`src/sv/octp_pkg.sv`:
```
`timescale 1ns / 1ps
`default_nettype none
// ----------------------------------------------------------------------------
// octp_pkg: shared types and constants of the octal debug console parser
// Event and target codes, console character codes, the event record and the
// bundle of events that one accepted item produces.
// ----------------------------------------------------------------------------
package octp_pkg;

  // Field widths of the result record
  localparam int LocW  = 18;
  localparam int WordW = 16;
  localparam int CharW = 8;

  // Default width of the typed number and of the open location
  localparam int AddrBitsDefault = 18;

  // Up to four events per item
  localparam int MaxEvents = 4;
  localparam int CntW      = $clog2(MaxEvents + 1);
  localparam int IdxW      = $clog2(MaxEvents);

  // Console character codes
  localparam logic [CharW-1:0] CH_LF      = 8'h0A;
  localparam logic [CharW-1:0] CH_CR      = 8'h0D;
  localparam logic [CharW-1:0] CH_ESC     = 8'h1B;
  localparam logic [CharW-1:0] CH_DOLLAR  = 8'h24;
  localparam logic [CharW-1:0] CH_DOT     = 8'h2E;
  localparam logic [CharW-1:0] CH_SLASH   = 8'h2F;
  localparam logic [CharW-1:0] CH_0       = 8'h30;
  localparam logic [CharW-1:0] CH_7       = 8'h37;
  localparam logic [CharW-1:0] CH_G       = 8'h47;
  localparam logic [CharW-1:0] CH_P       = 8'h50;
  localparam logic [CharW-1:0] CH_R       = 8'h52;
  localparam logic [CharW-1:0] CH_S       = 8'h53;
  localparam logic [CharW-1:0] CH_GRAVE   = 8'h60;
  localparam logic [CharW-1:0] CH_LOWER_A = 8'h61;
  localparam logic [CharW-1:0] CH_LOWER_Z = 8'h7A;
  localparam logic [CharW-1:0] CASE_FOLD  = 8'h20;

  typedef enum logic [2:0] {
    EV_ECHO    = 3'd0,
    EV_READ    = 3'd1,
    EV_SHOW    = 3'd2,
    EV_WRITE   = 3'd3,
    EV_ERROR   = 3'd4,
    EV_PROMPT  = 3'd5,
    EV_NEWLINE = 3'd6,
    EV_RESUME  = 3'd7
  } ev_code_t;

  typedef enum logic [1:0] {
    TGT_MEM = 2'd0,
    TGT_REG = 2'd1,
    TGT_PSW = 2'd2
  } tgt_t;

  typedef enum logic [1:0] {
    KIND_NONE = 2'd0,
    KIND_MEM  = 2'd1,
    KIND_REG  = 2'd2,
    KIND_PSW  = 2'd3
  } kind_t;

  localparam logic [2:0] PC_REG = 3'd7;

  typedef struct packed {
    ev_code_t          code;
    tgt_t              target;
    logic [LocW-1:0]   location;
    logic [WordW-1:0]  word_value;
    logic [CharW-1:0]  echo_char;
  } ev_t;

  typedef struct packed {
    ev_t [MaxEvents-1:0] evs;
    logic [CntW-1:0]     count;
  } bundle_t;

  // Event with every payload field zero
  function automatic ev_t plain_ev(ev_code_t code);
    ev_t e;
    e      = '0;
    e.code = code;
    return e;
  endfunction

  // Echo event for a character
  function automatic ev_t echo_ev(logic [CharW-1:0] c);
    ev_t e;
    e           = plain_ev(EV_ECHO);
    e.echo_char = c;
    return e;
  endfunction

  // Append one event to a bundle
  function automatic bundle_t add_ev(bundle_t b, ev_t e);
    bundle_t r;
    r = b;
    if (r.count < CntW'(MaxEvents)) begin
      r.evs[r.count[IdxW-1:0]] = e;
      r.count                  = r.count + CntW'(1);
    end
    return r;
  endfunction

endpackage
`default_nettype wire

```
`src/sv/octp_front.sv`:
```
`timescale 1ns / 1ps
`default_nettype none
// ----------------------------------------------------------------------------
// octp_front: command decoder
// Accepts console characters and read responses, updates the parser state
// and builds the bundle of result events for each transfer combinationally.
// ----------------------------------------------------------------------------
module octp_front #(
  parameter int ADDR_BITS = octp_pkg::AddrBitsDefault
) (
  input  wire logic                     clk,
  input  wire logic                     rst,
  input  wire logic                     in_valid,
  output logic                          in_stall,
  input  wire logic                     action,
  input  wire logic [octp_pkg::CharW-1:0] key_char,
  input  wire logic [octp_pkg::WordW-1:0] read_value,
  input  wire logic                     q_full,
  output logic                          q_push,
  output octp_pkg::bundle_t             q_data
);
  import octp_pkg::*;

  // Parser state
  logic [ADDR_BITS-1:0] typed_number;
  logic                 number_present;
  logic                 want_reg_digit;
  kind_t                open_kind;
  logic                 loc_open;
  logic [ADDR_BITS-1:0] open_location;
  logic                 read_outstanding;

  logic [ADDR_BITS-1:0] typed_number_next;
  logic                 number_present_next;
  logic                 want_reg_digit_next;
  kind_t                open_kind_next;
  logic                 loc_open_next;
  logic [ADDR_BITS-1:0] open_location_next;
  logic                 read_outstanding_next;

  logic           accept;
  logic [CharW-1:0] c;
  logic           is_digit;
  logic           write_due;
  bundle_t        res;

  // Access event for the opened word: registers wrap to 0..7, status has none
  function automatic ev_t access_ev(ev_code_t code, kind_t kind,
                                    logic [ADDR_BITS-1:0] loc,
                                    logic [WordW-1:0] val);
    logic [ADDR_BITS+LocW-1:0] wide;
    ev_t e;
    wide         = {{LocW{1'b0}}, loc};
    e            = plain_ev(code);
    e.word_value = val;
    case (kind)
      KIND_REG: begin
        e.target   = TGT_REG;
        e.location = LocW'(loc[2:0]);
      end
      KIND_PSW: begin
        e.target   = TGT_PSW;
        e.location = '0;
      end
      default: begin
        e.target   = TGT_MEM;
        e.location = wide[LocW-1:0];
      end
    endcase
    return e;
  endfunction

  assign in_stall = q_full;
  assign accept   = in_valid && !q_full;
  assign q_push   = accept && (res.count != '0);
  assign q_data   = res;

  // Decode one item; state updates follow the order of the command rules
  always_comb begin
    typed_number_next     = typed_number;
    number_present_next   = number_present;
    want_reg_digit_next   = want_reg_digit;
    open_kind_next        = open_kind;
    loc_open_next         = loc_open;
    open_location_next    = open_location;
    read_outstanding_next = read_outstanding;
    res                   = '0;
    c                     = key_char;
    is_digit              = 1'b0;
    write_due             = loc_open && number_present && (open_kind != KIND_NONE);

    if (action) begin
      // read response
      if (read_outstanding) begin
        read_outstanding_next = 1'b0;
        res = add_ev(res, access_ev(EV_SHOW, open_kind, open_location, read_value));
      end
    end else if (!read_outstanding) begin
      if (key_char == CH_ESC || key_char == CH_GRAVE) begin
        // immediate resume
        typed_number_next     = '0;
        number_present_next   = 1'b0;
        want_reg_digit_next   = 1'b0;
        open_kind_next        = KIND_NONE;
        loc_open_next         = 1'b0;
        open_location_next    = '0;
        read_outstanding_next = 1'b0;
        res = add_ev(res, plain_ev(EV_RESUME));
      end else begin
        if (c >= CH_LOWER_A && c <= CH_LOWER_Z) c = c - CASE_FOLD;
        if (c == CH_DOT) c = CH_LF;
        is_digit = (c >= CH_0) && (c <= CH_7);

        if (c == CH_R || c == CH_DOLLAR) begin
          // register prefix
          res = add_ev(res, echo_ev(c));
          want_reg_digit_next = 1'b1;
          number_present_next = 1'b0;
          typed_number_next   = '0;
          if (!loc_open) open_kind_next = KIND_NONE;
        end else if (want_reg_digit) begin
          // register digit or status selector
          res = add_ev(res, echo_ev(c));
          want_reg_digit_next = 1'b0;
          if (is_digit) begin
            typed_number_next   = ADDR_BITS'(c[2:0]);
            number_present_next = 1'b1;
            open_kind_next      = KIND_REG;
          end else if (c == CH_S) begin
            number_present_next = 1'b1;
            open_kind_next      = KIND_PSW;
          end else begin
            res = add_ev(res, plain_ev(EV_ERROR));
            res = add_ev(res, plain_ev(EV_PROMPT));
            typed_number_next   = '0;
            number_present_next = 1'b0;
            open_kind_next      = KIND_NONE;
            loc_open_next       = 1'b0;
          end
        end else if (is_digit) begin
          // octal digit shifts into the typed number
          res = add_ev(res, echo_ev(c));
          typed_number_next   = {typed_number[ADDR_BITS-4:0], c[2:0]};
          number_present_next = 1'b1;
          if (open_kind == KIND_REG && !loc_open) open_kind_next = KIND_NONE;
        end else if (c == CH_SLASH) begin
          // open a location and request its value
          res = add_ev(res, echo_ev(c));
          if (open_kind == KIND_REG && !loc_open) begin
            open_location_next = typed_number;
          end else if (open_kind == KIND_PSW && !loc_open) begin
            open_location_next = open_location;
          end else begin
            if (number_present) open_location_next = typed_number;
            open_kind_next = KIND_MEM;
          end
          loc_open_next = 1'b1;
          if (open_kind_next == KIND_MEM && open_location_next[0]) begin
            res = add_ev(res, plain_ev(EV_ERROR));
            res = add_ev(res, plain_ev(EV_PROMPT));
            open_kind_next = KIND_NONE;
            loc_open_next  = 1'b0;
          end else begin
            res = add_ev(res, access_ev(EV_READ, open_kind_next, open_location_next, '0));
            read_outstanding_next = 1'b1;
          end
          typed_number_next   = '0;
          number_present_next = 1'b0;
        end else if (c == CH_CR) begin
          // write and close
          res = add_ev(res, plain_ev(EV_NEWLINE));
          if (write_due) begin
            res = add_ev(res, access_ev(EV_WRITE, open_kind, open_location,
                                        typed_number[WordW-1:0]));
          end
          open_kind_next      = KIND_NONE;
          loc_open_next       = 1'b0;
          typed_number_next   = '0;
          number_present_next = 1'b0;
          res = add_ev(res, plain_ev(EV_PROMPT));
        end else if (c == CH_LF) begin
          // write and step to the next location; open with no kind is a no-op
          if (!(loc_open && open_kind == KIND_NONE)) begin
            res = add_ev(res, plain_ev(EV_NEWLINE));
            if (write_due) begin
              res = add_ev(res, access_ev(EV_WRITE, open_kind, open_location,
                                          typed_number[WordW-1:0]));
            end
            if (loc_open) begin
              if (open_kind == KIND_REG) begin
                // register number wraps within 0..7
                open_location_next = ADDR_BITS'(3'(open_location[2:0] + 3'd1));
                res = add_ev(res, access_ev(EV_READ, open_kind, open_location_next, '0));
                read_outstanding_next = 1'b1;
              end else if (open_kind == KIND_PSW) begin
                open_kind_next = KIND_NONE;
                loc_open_next  = 1'b0;
                res = add_ev(res, plain_ev(EV_PROMPT));
              end else begin
                open_location_next = open_location + ADDR_BITS'(2);
                if (open_location_next[0]) begin
                  res = add_ev(res, plain_ev(EV_ERROR));
                  res = add_ev(res, plain_ev(EV_PROMPT));
                  open_kind_next = KIND_NONE;
                  loc_open_next  = 1'b0;
                end else begin
                  res = add_ev(res, access_ev(EV_READ, open_kind, open_location_next, '0));
                  read_outstanding_next = 1'b1;
                end
              end
            end else begin
              res = add_ev(res, plain_ev(EV_PROMPT));
            end
            typed_number_next   = '0;
            number_present_next = 1'b0;
          end
        end else if (c == CH_G || c == CH_P) begin
          // go (optionally setting the program counter) or proceed
          res = add_ev(res, echo_ev(c));
          res = add_ev(res, plain_ev(EV_NEWLINE));
          if (c == CH_G && number_present) begin
            res = add_ev(res, access_ev(EV_WRITE, KIND_REG, ADDR_BITS'(PC_REG),
                                        typed_number[WordW-1:0]));
          end
          typed_number_next     = '0;
          number_present_next   = 1'b0;
          want_reg_digit_next   = 1'b0;
          open_kind_next        = KIND_NONE;
          loc_open_next         = 1'b0;
          open_location_next    = '0;
          read_outstanding_next = 1'b0;
          res = add_ev(res, plain_ev(EV_RESUME));
        end else begin
          // unknown character
          res = add_ev(res, echo_ev(c));
          res = add_ev(res, plain_ev(EV_ERROR));
          res = add_ev(res, plain_ev(EV_PROMPT));
          typed_number_next   = '0;
          number_present_next = 1'b0;
          want_reg_digit_next = 1'b0;
          open_kind_next      = KIND_NONE;
          loc_open_next       = 1'b0;
        end
      end
    end
  end

  // State registers
  always_ff @(posedge clk) begin
    if (rst) begin
      typed_number     <= '0;
      number_present   <= 1'b0;
      want_reg_digit   <= 1'b0;
      open_kind        <= KIND_NONE;
      loc_open         <= 1'b0;
      open_location    <= '0;
      read_outstanding <= 1'b0;
    end else if (accept) begin
      typed_number     <= typed_number_next;
      number_present   <= number_present_next;
      want_reg_digit   <= want_reg_digit_next;
      open_kind        <= open_kind_next;
      loc_open         <= loc_open_next;
      open_location    <= open_location_next;
      read_outstanding <= read_outstanding_next;
    end
  end

endmodule
`default_nettype wire

```
`src/sv/octp_queue.sv`:
```
`timescale 1ns / 1ps
`default_nettype none
// ----------------------------------------------------------------------------
// octp_queue: event bundle queue
// Two-entry queue of event bundles between the decoder and the output stage.
// ----------------------------------------------------------------------------
module octp_queue (
  input  wire logic              clk,
  input  wire logic              rst,
  input  wire logic              push,
  input  wire octp_pkg::bundle_t push_data,
  output logic                   full,
  input  wire logic              pop,
  output logic                   head_valid,
  output octp_pkg::bundle_t      head_data
);
  import octp_pkg::*;

  localparam int Depth = 2;
  localparam int PtrW  = $clog2(Depth);
  localparam int FillW = $clog2(Depth + 1);

  bundle_t          slots [Depth];
  logic [PtrW-1:0]  wr_ptr;
  logic [PtrW-1:0]  rd_ptr;
  logic [FillW-1:0] fill;

  assign full       = (fill == FillW'(Depth));
  assign head_valid = (fill != '0);
  assign head_data  = slots[rd_ptr];

  // Storage
  always_ff @(posedge clk) begin
    if (push) slots[wr_ptr] <= push_data;
  end

  // Pointers and fill count
  always_ff @(posedge clk) begin
    if (rst) begin
      wr_ptr <= '0;
      rd_ptr <= '0;
      fill   <= '0;
    end else begin
      if (push) wr_ptr <= wr_ptr + PtrW'(1);
      if (pop)  rd_ptr <= rd_ptr + PtrW'(1);
      case ({push, pop})
        2'b10:   fill <= fill + FillW'(1);
        2'b01:   fill <= fill - FillW'(1);
        default: fill <= fill;
      endcase
    end
  end

endmodule
`default_nettype wire

```
`src/sv/octp_back.sv`:
```
`timescale 1ns / 1ps
`default_nettype none
// ----------------------------------------------------------------------------
// octp_back: event serializer
// Takes bundles from the queue and sends their events one per transfer
// through a registered output, marking the final event of each bundle.
// ----------------------------------------------------------------------------
module octp_back (
  input  wire logic              clk,
  input  wire logic              rst,
  input  wire logic              head_valid,
  input  wire octp_pkg::bundle_t head_data,
  output logic                   pop,
  output logic                   out_valid,
  input  wire logic              out_stall,
  output octp_pkg::ev_t          out_ev,
  output logic                   out_last
);
  import octp_pkg::*;

  bundle_t         cur;
  logic            cur_valid;
  logic [IdxW-1:0] idx;

  logic load;
  logic emit;
  logic is_last;
  logic take;

  assign load    = !out_valid || !out_stall;
  assign emit    = load && cur_valid;
  assign is_last = (CntW'(idx) + CntW'(1)) == cur.count;
  assign take    = !cur_valid || (emit && is_last);
  assign pop     = take && head_valid;

  // Current bundle and event index
  always_ff @(posedge clk) begin
    if (rst) begin
      cur_valid <= 1'b0;
      idx       <= '0;
    end else if (take) begin
      cur_valid <= head_valid;
      idx       <= '0;
    end else if (emit) begin
      idx <= idx + IdxW'(1);
    end
  end

  always_ff @(posedge clk) begin
    if (pop) cur <= head_data;
  end

  // Output register
  always_ff @(posedge clk) begin
    if (rst) begin
      out_valid <= 1'b0;
    end else if (load) begin
      out_valid <= cur_valid;
    end
  end

  always_ff @(posedge clk) begin
    if (emit) begin
      out_ev   <= cur.evs[idx];
      out_last <= is_last;
    end
  end

endmodule
`default_nettype wire

```
`src/sv/octal_debug_console_parser.sv`:
```
`timescale 1ns / 1ps
`default_nettype none
// ----------------------------------------------------------------------------
// octal_debug_console_parser: octal debugging console command parser
// Turns console characters and read responses into console events: echo,
// read request, show value, write, error, prompt, newline and resume.
// ----------------------------------------------------------------------------
// Each accepted transfer is decoded combinationally into zero to four events.
// A transfer that causes no event is absorbed without output. Events leave
// one per cycle from a registered output while it is not stalled; the output
// stage sets the sustained rate. A two-entry bundle queue sits between
// decoder and output stage, so input is taken every cycle while the queue
// has room, even while the output is stalled. The last output marks the
// final event of each input item.
module octal_debug_console_parser #(
  parameter int ADDR_BITS = octp_pkg::AddrBitsDefault
) (
  input  wire logic                       clk,
  input  wire logic                       rst,
  input  wire logic                       in_valid,
  output logic                            in_stall,
  input  wire logic                       action,
  input  wire logic [octp_pkg::CharW-1:0] key_char,
  input  wire logic [octp_pkg::WordW-1:0] read_value,
  output logic                            out_valid,
  input  wire logic                       out_stall,
  output logic [2:0]                      event_res,
  output logic [1:0]                      target,
  output logic [octp_pkg::LocW-1:0]       location,
  output logic [octp_pkg::WordW-1:0]      word_value,
  output logic [octp_pkg::CharW-1:0]      echo_char,
  output logic                            last
);
  import octp_pkg::*;

  logic    q_full;
  logic    q_push;
  bundle_t q_data;
  logic    q_pop;
  logic    q_head_valid;
  bundle_t q_head;
  ev_t     out_ev;

  octp_front #(
    .ADDR_BITS(ADDR_BITS)
  ) u_front (
    .clk       (clk),
    .rst       (rst),
    .in_valid  (in_valid),
    .in_stall  (in_stall),
    .action    (action),
    .key_char  (key_char),
    .read_value(read_value),
    .q_full    (q_full),
    .q_push    (q_push),
    .q_data    (q_data)
  );

  octp_queue u_queue (
    .clk       (clk),
    .rst       (rst),
    .push      (q_push),
    .push_data (q_data),
    .full      (q_full),
    .pop       (q_pop),
    .head_valid(q_head_valid),
    .head_data (q_head)
  );

  octp_back u_back (
    .clk       (clk),
    .rst       (rst),
    .head_valid(q_head_valid),
    .head_data (q_head),
    .pop       (q_pop),
    .out_valid (out_valid),
    .out_stall (out_stall),
    .out_ev    (out_ev),
    .out_last  (last)
  );

  // Result fields
  assign event_res  = out_ev.code;
  assign target     = out_ev.target;
  assign location   = out_ev.location;
  assign word_value = out_ev.word_value;
  assign echo_char  = out_ev.echo_char;

endmodule
`default_nettype wire
```
`config.mk`:
```
export PLATFORM = sky130hd
export DESIGN_NAME = octal_debug_console_parser
export DESIGN_NICKNAME = d
export VERILOG_FILES = /design/src/sv/octp_pkg.sv /design/src/sv/octp_front.sv /design/src/sv/octp_queue.sv /design/src/sv/octp_back.sv /design/src/sv/octal_debug_console_parser.sv
export SDC_FILE = /design/constraint.sdc
export NUM_CORES = 1
export LEC_CHECK = 0
export BUFFER_PORTS_ARGS = -buffer_cell sky130_fd_sc_hd__buf_2
export CAP_MARGIN = 10
export CORE_MARGIN = 2
export CORE_UTILIZATION = 62
export DETAILED_ROUTE_END_ITERATION = 10
export GPL_TIMING_DRIVEN = 0
export MAX_ROUTING_LAYER = met4
export PLACE_DENSITY_LB_ADDON = 0.05
export REMOVE_ABC_BUFFERS = 1
export SLEW_MARGIN = 20
export SYNTH_ARGS = -nofsm -noshare
export SYNTH_HDL_FRONTEND = slang
export SYNTH_SLANG_ARGS = --single-unit
```
`constraint.sdc`:
```
create_clock -name clk -period 14.1 [get_ports clk]
set_clock_uncertainty 0.2 [all_clocks]
set_input_delay 2.82 -clock clk [delete_from_list [all_inputs] [get_ports clk]]
set_output_delay 2.82 -clock clk [all_outputs]
set_load 0.05 [all_outputs]
```
**Yosys cells after proc, flatten, opt, wreduce, memory -nomap -nowiden**

Memories as Yosys holds them, arrays and structs flattened. A register that Yosys moved wholly into a read port is not among the register bits.
Cells that the tools add are included.

- $add $sub $neg: 23
- Magnitude comparators: 47
- Equal/unequal tests: 36
- Mux-type cells: 375
- Bitwise operators: 38
- Reduce and logical (&&, ||, !) cells: 51

Operators by type and width:

| operator | count |
|---|---|
| two-way mux 191 bit | 116 |
| two-way mux 50 bit | 50 |
| demux 47 bit (select 2 bit) | 14 |
| two-way mux 20 bit | 64 |
| inverter 180 bit | 7 |
| bitwise mux 188 bit | 6 |
| AND 180 bit | 6 |
| inverter 184 bit | 4 |
| two-way mux 47 bit | 15 |
| two-way mux 18 bit | 32 |
| AND 46 x 184 -> 184 bit | 3 |
| AND 184 bit | 1 |
| AND 45 x 180 -> 180 bit | 1 |
| AND 176 bit | 1 |
| inverter 176 bit | 1 |
| binary-select mux 47 bit (select 2 bit) | 1 |
| one-hot mux 20 bit (2 select lines) | 2 |
| two-way mux 8 bit | 8 |
| two-way mux 2 bit | 26 |
| two-way mux 49 bit | 1 |
| OR 8 bit | 6 |
| adder 3 x 1 -> 3 bit, second input constant | 15 |
| less-than comparator 2 x 3 -> 1 bit, second input constant | 15 |
| less-than comparator 3 bit, second input constant | 14 |
| other kinds (51) | 161 |

- Register bits after elaboration: 98
- RAM bits: 382
- Memories kept: 1

Memories:

| memory | words | bits a word | rd ports | clocked after Yosys merged registers in | write ports | line | source |
|---|---|---|---|---|---|---|---|
| u_queue.slots | 2 | 191 | 1 | 1 | 1 | octp_queue.sv:23 | `bundle_t slots [Depth];` |

**Logic depth before layout (Yosys ltp)**

- Word-level depth: 84
- Gate-level depth with buffers: 14

**Modules after synthesis**

A second synthesis with hierarchy kept.

- Cell total of the unflattened synthesis: 1759
- Area, all modules: 28041.9 sq um

By module, submodules not included:

| module | times used | cells an instance | area an instance (sq um) | seq. area each (sq um) |
|---|---|---|---|---|
| octp_queue | 1 | 616 | 13982.2 | 11571.1 |
| octp_back | 1 | 322 | 8570.7 | 7257.0 |
| octp_front | 1 | 821 | 5489.0 | 840.8 |

**Least setup slack after synthesis**

Ideal clock, no wire load.

- Kind: input port to flip-flop
- From: in out_stall
- To: reg u_queue.fill[1]
- Data arrival time: 10801 ps
- Path slack: 3029 ps
- Stages: 6
- Path buffers: 0
- Path through: nand2_1 nand2_1 a21oi_1 ha_1 or3_1 a21oi_1

- Word-level cells in the longest chain between the ends: 8

Ends and longest elaborated chain:

| what | line | source |
|---|---|---|
| start: declaration | octal_debug_console_parser.sv:26 | `input wire logic out_stall,` |
| logical NOT 1 bit * | octp_back.sv:30 | `assign load = !out_valid \|\| !out_stall;` |
| logical OR 1 bit * | octp_back.sv:30 |  |
| logical AND 1 bit * | octp_back.sv:31 | `assign emit = load && cur_valid;` |
| logical AND 1 bit * | octp_back.sv:33 | `assign take = !cur_valid \|\| (emit && is_last);` |
| logical OR 1 bit * | octp_back.sv:33 |  |
| logical AND 1 bit * | octp_back.sv:34 | `assign pop = take && head_valid;` |
| via q_pop | octal_debug_console_parser.sv:39 | `logic q_pop;` |
| equality test 2 x 1 -> 1 bit / equality test 2 bit (equally long branches) | octp_queue.sv:46 | `case ({push, pop})` |
| one-hot mux 2 bit (2 select lines) / nonzero test 2 bit (equally long branches) | - |  |
| end signal: assignment | octp_queue.sv:47 | `2'b10: fill <= fill + FillW'(1);` |
| end signal: assignment | octp_queue.sv:48 | `2'b01: fill <= fill - FillW'(1);` |
| end signal: assignment | octp_queue.sv:49 | `default: fill <= fill;` |
| end: declaration | octp_queue.sv:26 | `logic [FillW-1:0] fill;` |

The timed path passes the listed nets; every way through them passes the cells marked *.
A chain may end at the register's enable or synchronous reset.

==> flow_metrics.tcl <==
set metrics [dict create \
    synth-simple-area-share 0.104 \
    timing.hold.ws_ns 0.267 \
    synth_top_family_by_area "simple AND/OR/NAND/NOR gates" \
    finalPower_mw 4.14 \
    yosys_warnings 0 \
    cp-start-kind "input pin" \
    post-route-drc-count 0 \
    holdPathEnd "u_front.typed_number[16]$_SDFFE_PP0P_" \
    crit_top_cell "buf_16" \
    fmax_mhz 159 \
    seq_area_frac_synth 0.671 \
    viasPerCell 6.22 \
    crit_path_max_fanout 23 \
    critPathBufInv 5 \
    synthAdderAreaFrac 0.00648 \
    area_growth_pct 13.1 \
    netlist_instances 1513 \
    fp.dieH_um 187 \
    syn_area_sq_um 20800 \
    power_per_cell_area_nw_per_um2 176 \
    synth_cell_type_count 91 \
    io_buffers 78 \
    finalNetCount 1611 \
    critPathTopFamily "simple AND/OR/NAND/NOR gates" \
    worst_ep_arrival_time_ns 6.37 \
    worstPathRequired_ns 14.17 \
    outcome "completed" \
    max_stage_delay_ns 0.88 \
    setup_viol 0 \
    wl_per_cell_um 22.7 \
    gr-usage-all-layers 0.276 \
    firstDrtPassIters 8 \
    ctsResizeCount 0 \
    reg2regPathDepth 13 \
    leakagePower_nw 8.01 \
    antenna_cells 0 \
    hold-path-cell-count 2 \
    r2r_slack_ns 9.33 \
    die_area_sq_um 35100 \
    synth.area.mux_share 0.0989 \
    async_flop_share 0 \
    worst_slew_pin_slew_ns 1.13 \
    clock_latency_ns 0.57 \
    antenna_found_initial 0 \
    finalMaxSlewViolations 0 \
    core_area_sq_um 33300 \
    relSlewSlack 0.244 \
    drtIter0Drc 1243 \
    finalWeightedCongestion 0.928 \
    h-tree-depth 2 \
    hp-class "reg -> reg" \
    postLayoutCoreUtil 0.708 \
    ys_seq_elements 482 \
    finalHoldViolations 0 \
    synth-compound-area-share 0.0883 \
    dp_hpwl_um 30000 \
    reg2reg_to "u_queue.slots[1][37]$_DFFE_PP_" \
    stdcell_area_sq_um 23600 \
    routed_wl_um 46700 \
    grt_pass1_vias 12800 \
    critPathKind "in -> reg" \
    clk_path_buf_depth 3 \
    grt_overflow 0 \
    final_antenna_net_count 0 \
    vias 12800 \
    grt_max_degree 54 \
    ir_drop_mv 0.125 \
    grt_setup_unrepaired "false" \
    regToRegStartpoint "u_front.loc_open$_SDFFE_PP0P_" \
    row_count 67 \
    cts-root-buf "clkbuf_16" \
    ys.flop_type "edfxtp_1" \
    start_util 0.626 \
    cts_made_buffers 48 \
    holdBufCountCts 0 \
    synthXorXnorAreaFrac 0.00925 \
    ioPinCount 79 \
    maxCapViolCount 0 \
    die-width_um 187 \
    tritoncts "yes" \
    path_cells "buf_2 > nor3b_2 > and4_1 > nand2_1 > a31o_2 > o311ai_2 > o21ai_2 > nor2_4 > buf_16 > buf_16 > buf_12 > buf_8" \
    post-route-min-period_ns 6.31 \
    cts_setup_buffers 0 \
    postSynthAreaPerCell_sq_um 13.8 \
    placed_cell_area_sq_um 22100 \
    cp_slowest_cell "and4_1" \
    min_period_over_period 0.447 \
    clk_pin_slew_worst_paths_ns 0.07 \
    synth_edf_count 432 \
    worstHoldStart "u_front.typed_number[16]$_SDFFE_PP0P_" \
    grt_pass1_wl_um 72900 \
    critPathCaptureType "flip-flop" \
    final.fill_count 2283 \
    clock_sinks 482 \
    drive_gt1_frac 0.219 \
]
==> logic make-up after synthesis <==
kind of cell | after synthesis
fa+ha+maj | 11
flops | 482
simple gates | 423
mux | 186
compound gates | 276
xor+xnor | 22
buf+inv | 113
==> report_power, final <==
part           total [mW]  switching, mW  leakage, nW  internal, mW
Sequential           2.05         0.0972         4.51          1.95
Combinational       0.882          0.539         2.75         0.343
Clock                1.21          0.511        0.746         0.698
Total                4.14           1.15         8.01          2.99
==> cell usage in the layout (no fill, tap or decap), drive strengths merged, types with 17 or more instances in the layout <==
master	instances
a21oi	68
and2	61
and3	33
buf	105
clkbuf	66
clkinv	17
dfxtp	50
edfxtp	432
inv	18
mux2	129
mux2i	54
nand2	101
nand3	45
nor2	95
nor3	20
o21ai	88
==> worst max path at each step <==
stage,endpoint,depth (start not counted),start
floorplan,u_queue.fill[1]$_SDFFE_PP0P_,6,out_stall
global placement,u_queue.fill[1]$_SDFFE_PP0P_,9,u_back.idx[0]$_SDFFE_PP0P_
detailed placement,u_queue.slots[1][86]$_DFFE_PP_,12,key_char[2]
CTS,u_queue.slots[1][37]$_DFFE_PP_,12,key_char[2]
global route,u_queue.slots[1][37]$_DFFE_PP_,12,key_char[2]
finish,u_queue.slots[1][37]$_DFFE_PP_,12,key_char[2]
==> cell usage after synthesis (all sizes together) (3+ instances only) <==
master / n / area share
nor2: 95 / 0.017
o22ai: 14 / 0.0045
nor2b: 14 / 0.0042
clkbuf: 69 / 0.012
nand2b: 8 / 0.0024
and3: 33 / 0.0099
a22oi: 3 / 0.0011
o311a: 3 / 0.0014
nor4: 4 / 0.0012
dfxtp: 50 / 0.048
o31ai: 9 / 0.0032
nand3: 45 / 0.011
nor3b: 6 / 0.0029
a222oi: 13 / 0.0062
a21oi: 68 / 0.017
xnor2: 11 / 0.0046
o31a: 3 / 0.0013
ha: 10 / 0.0060
buf: 27 / 0.0072
o21ai: 88 / 0.021
or3: 6 / 0.0020
o211ai: 8 / 0.0034
mux4: 3 / 0.0032
a31oi: 8 / 0.0027
or2: 8 / 0.0024
a21o: 5 / 0.0018
a211oi: 8 / 0.0031
nand2: 101 / 0.018
a22o: 4 / 0.0017
and2: 61 / 0.018
edfxtp: 432 / 0.62
inv: 17 / 0.0031
nor3: 20 / 0.0053
mux2i: 54 / 0.026
nand4: 9 / 0.0033
o21bai: 3 / 0.0013
o2bb2ai: 8 / 0.0034
mux2: 129 / 0.070
xor2: 11 / 0.0046
a311o: 4 / 0.0019
==> worst register-to-register path, delay by kind of cell (launching register included) <==
| family | cells | cell delay [ns] |
|---|---|---|
| DFF | 1 | 0.90 |
| buffers and inverters | 4 | 0.86 |
| and+or+nand+nor | 3 | 0.77 |
| adders and majority gates | 1 | 0.42 |
| AOI/OAI and AO/OA | 5 | 1.32 |
==> state kept, by name, summed over array words and instances (netlist names), 2 cells and up <==
name and flops:
u_back.idx 2, u_front.open_kind 2, u_front.typed_number 18, u_front.open_location 18, u_back.out_ev 47, u_queue.fill 2
u_queue.slots 256, u_back.cur 128
==> through the flow <==
stage,worst slack [ns],std cells,setup TNS [ns]
finish,7.79,2057,0
global route,7.54,2057,0
CTS,7.85,2057,0
detailed placement,7.26,1970,0
global placement,-1.28,1943,-158.58
floorplan,3.03,1417,0
==> routing by layer <==
metal	up-vias	share of wire	global-route usage
li1	5877	-	-
met4	0	0.023	0.0818
met5	-	0	-
met1	6349	0.43	0.367
met3	94	0.061	0.0456
met2	484	0.49	0.442
==> cell type report <==
class,instances,area (sq um),area share
clock buffers,66,1340,0.0566
flip-flops and latches,482,14000,0.593
clock inverters,21,164,0.00695
repair buffers,105,1020,0.0432
multi-input cells,918,6450,0.274
inverters,17,63.8,0.00271
well taps,448,561,0.0238
Power figures use the tool's default switching activity.
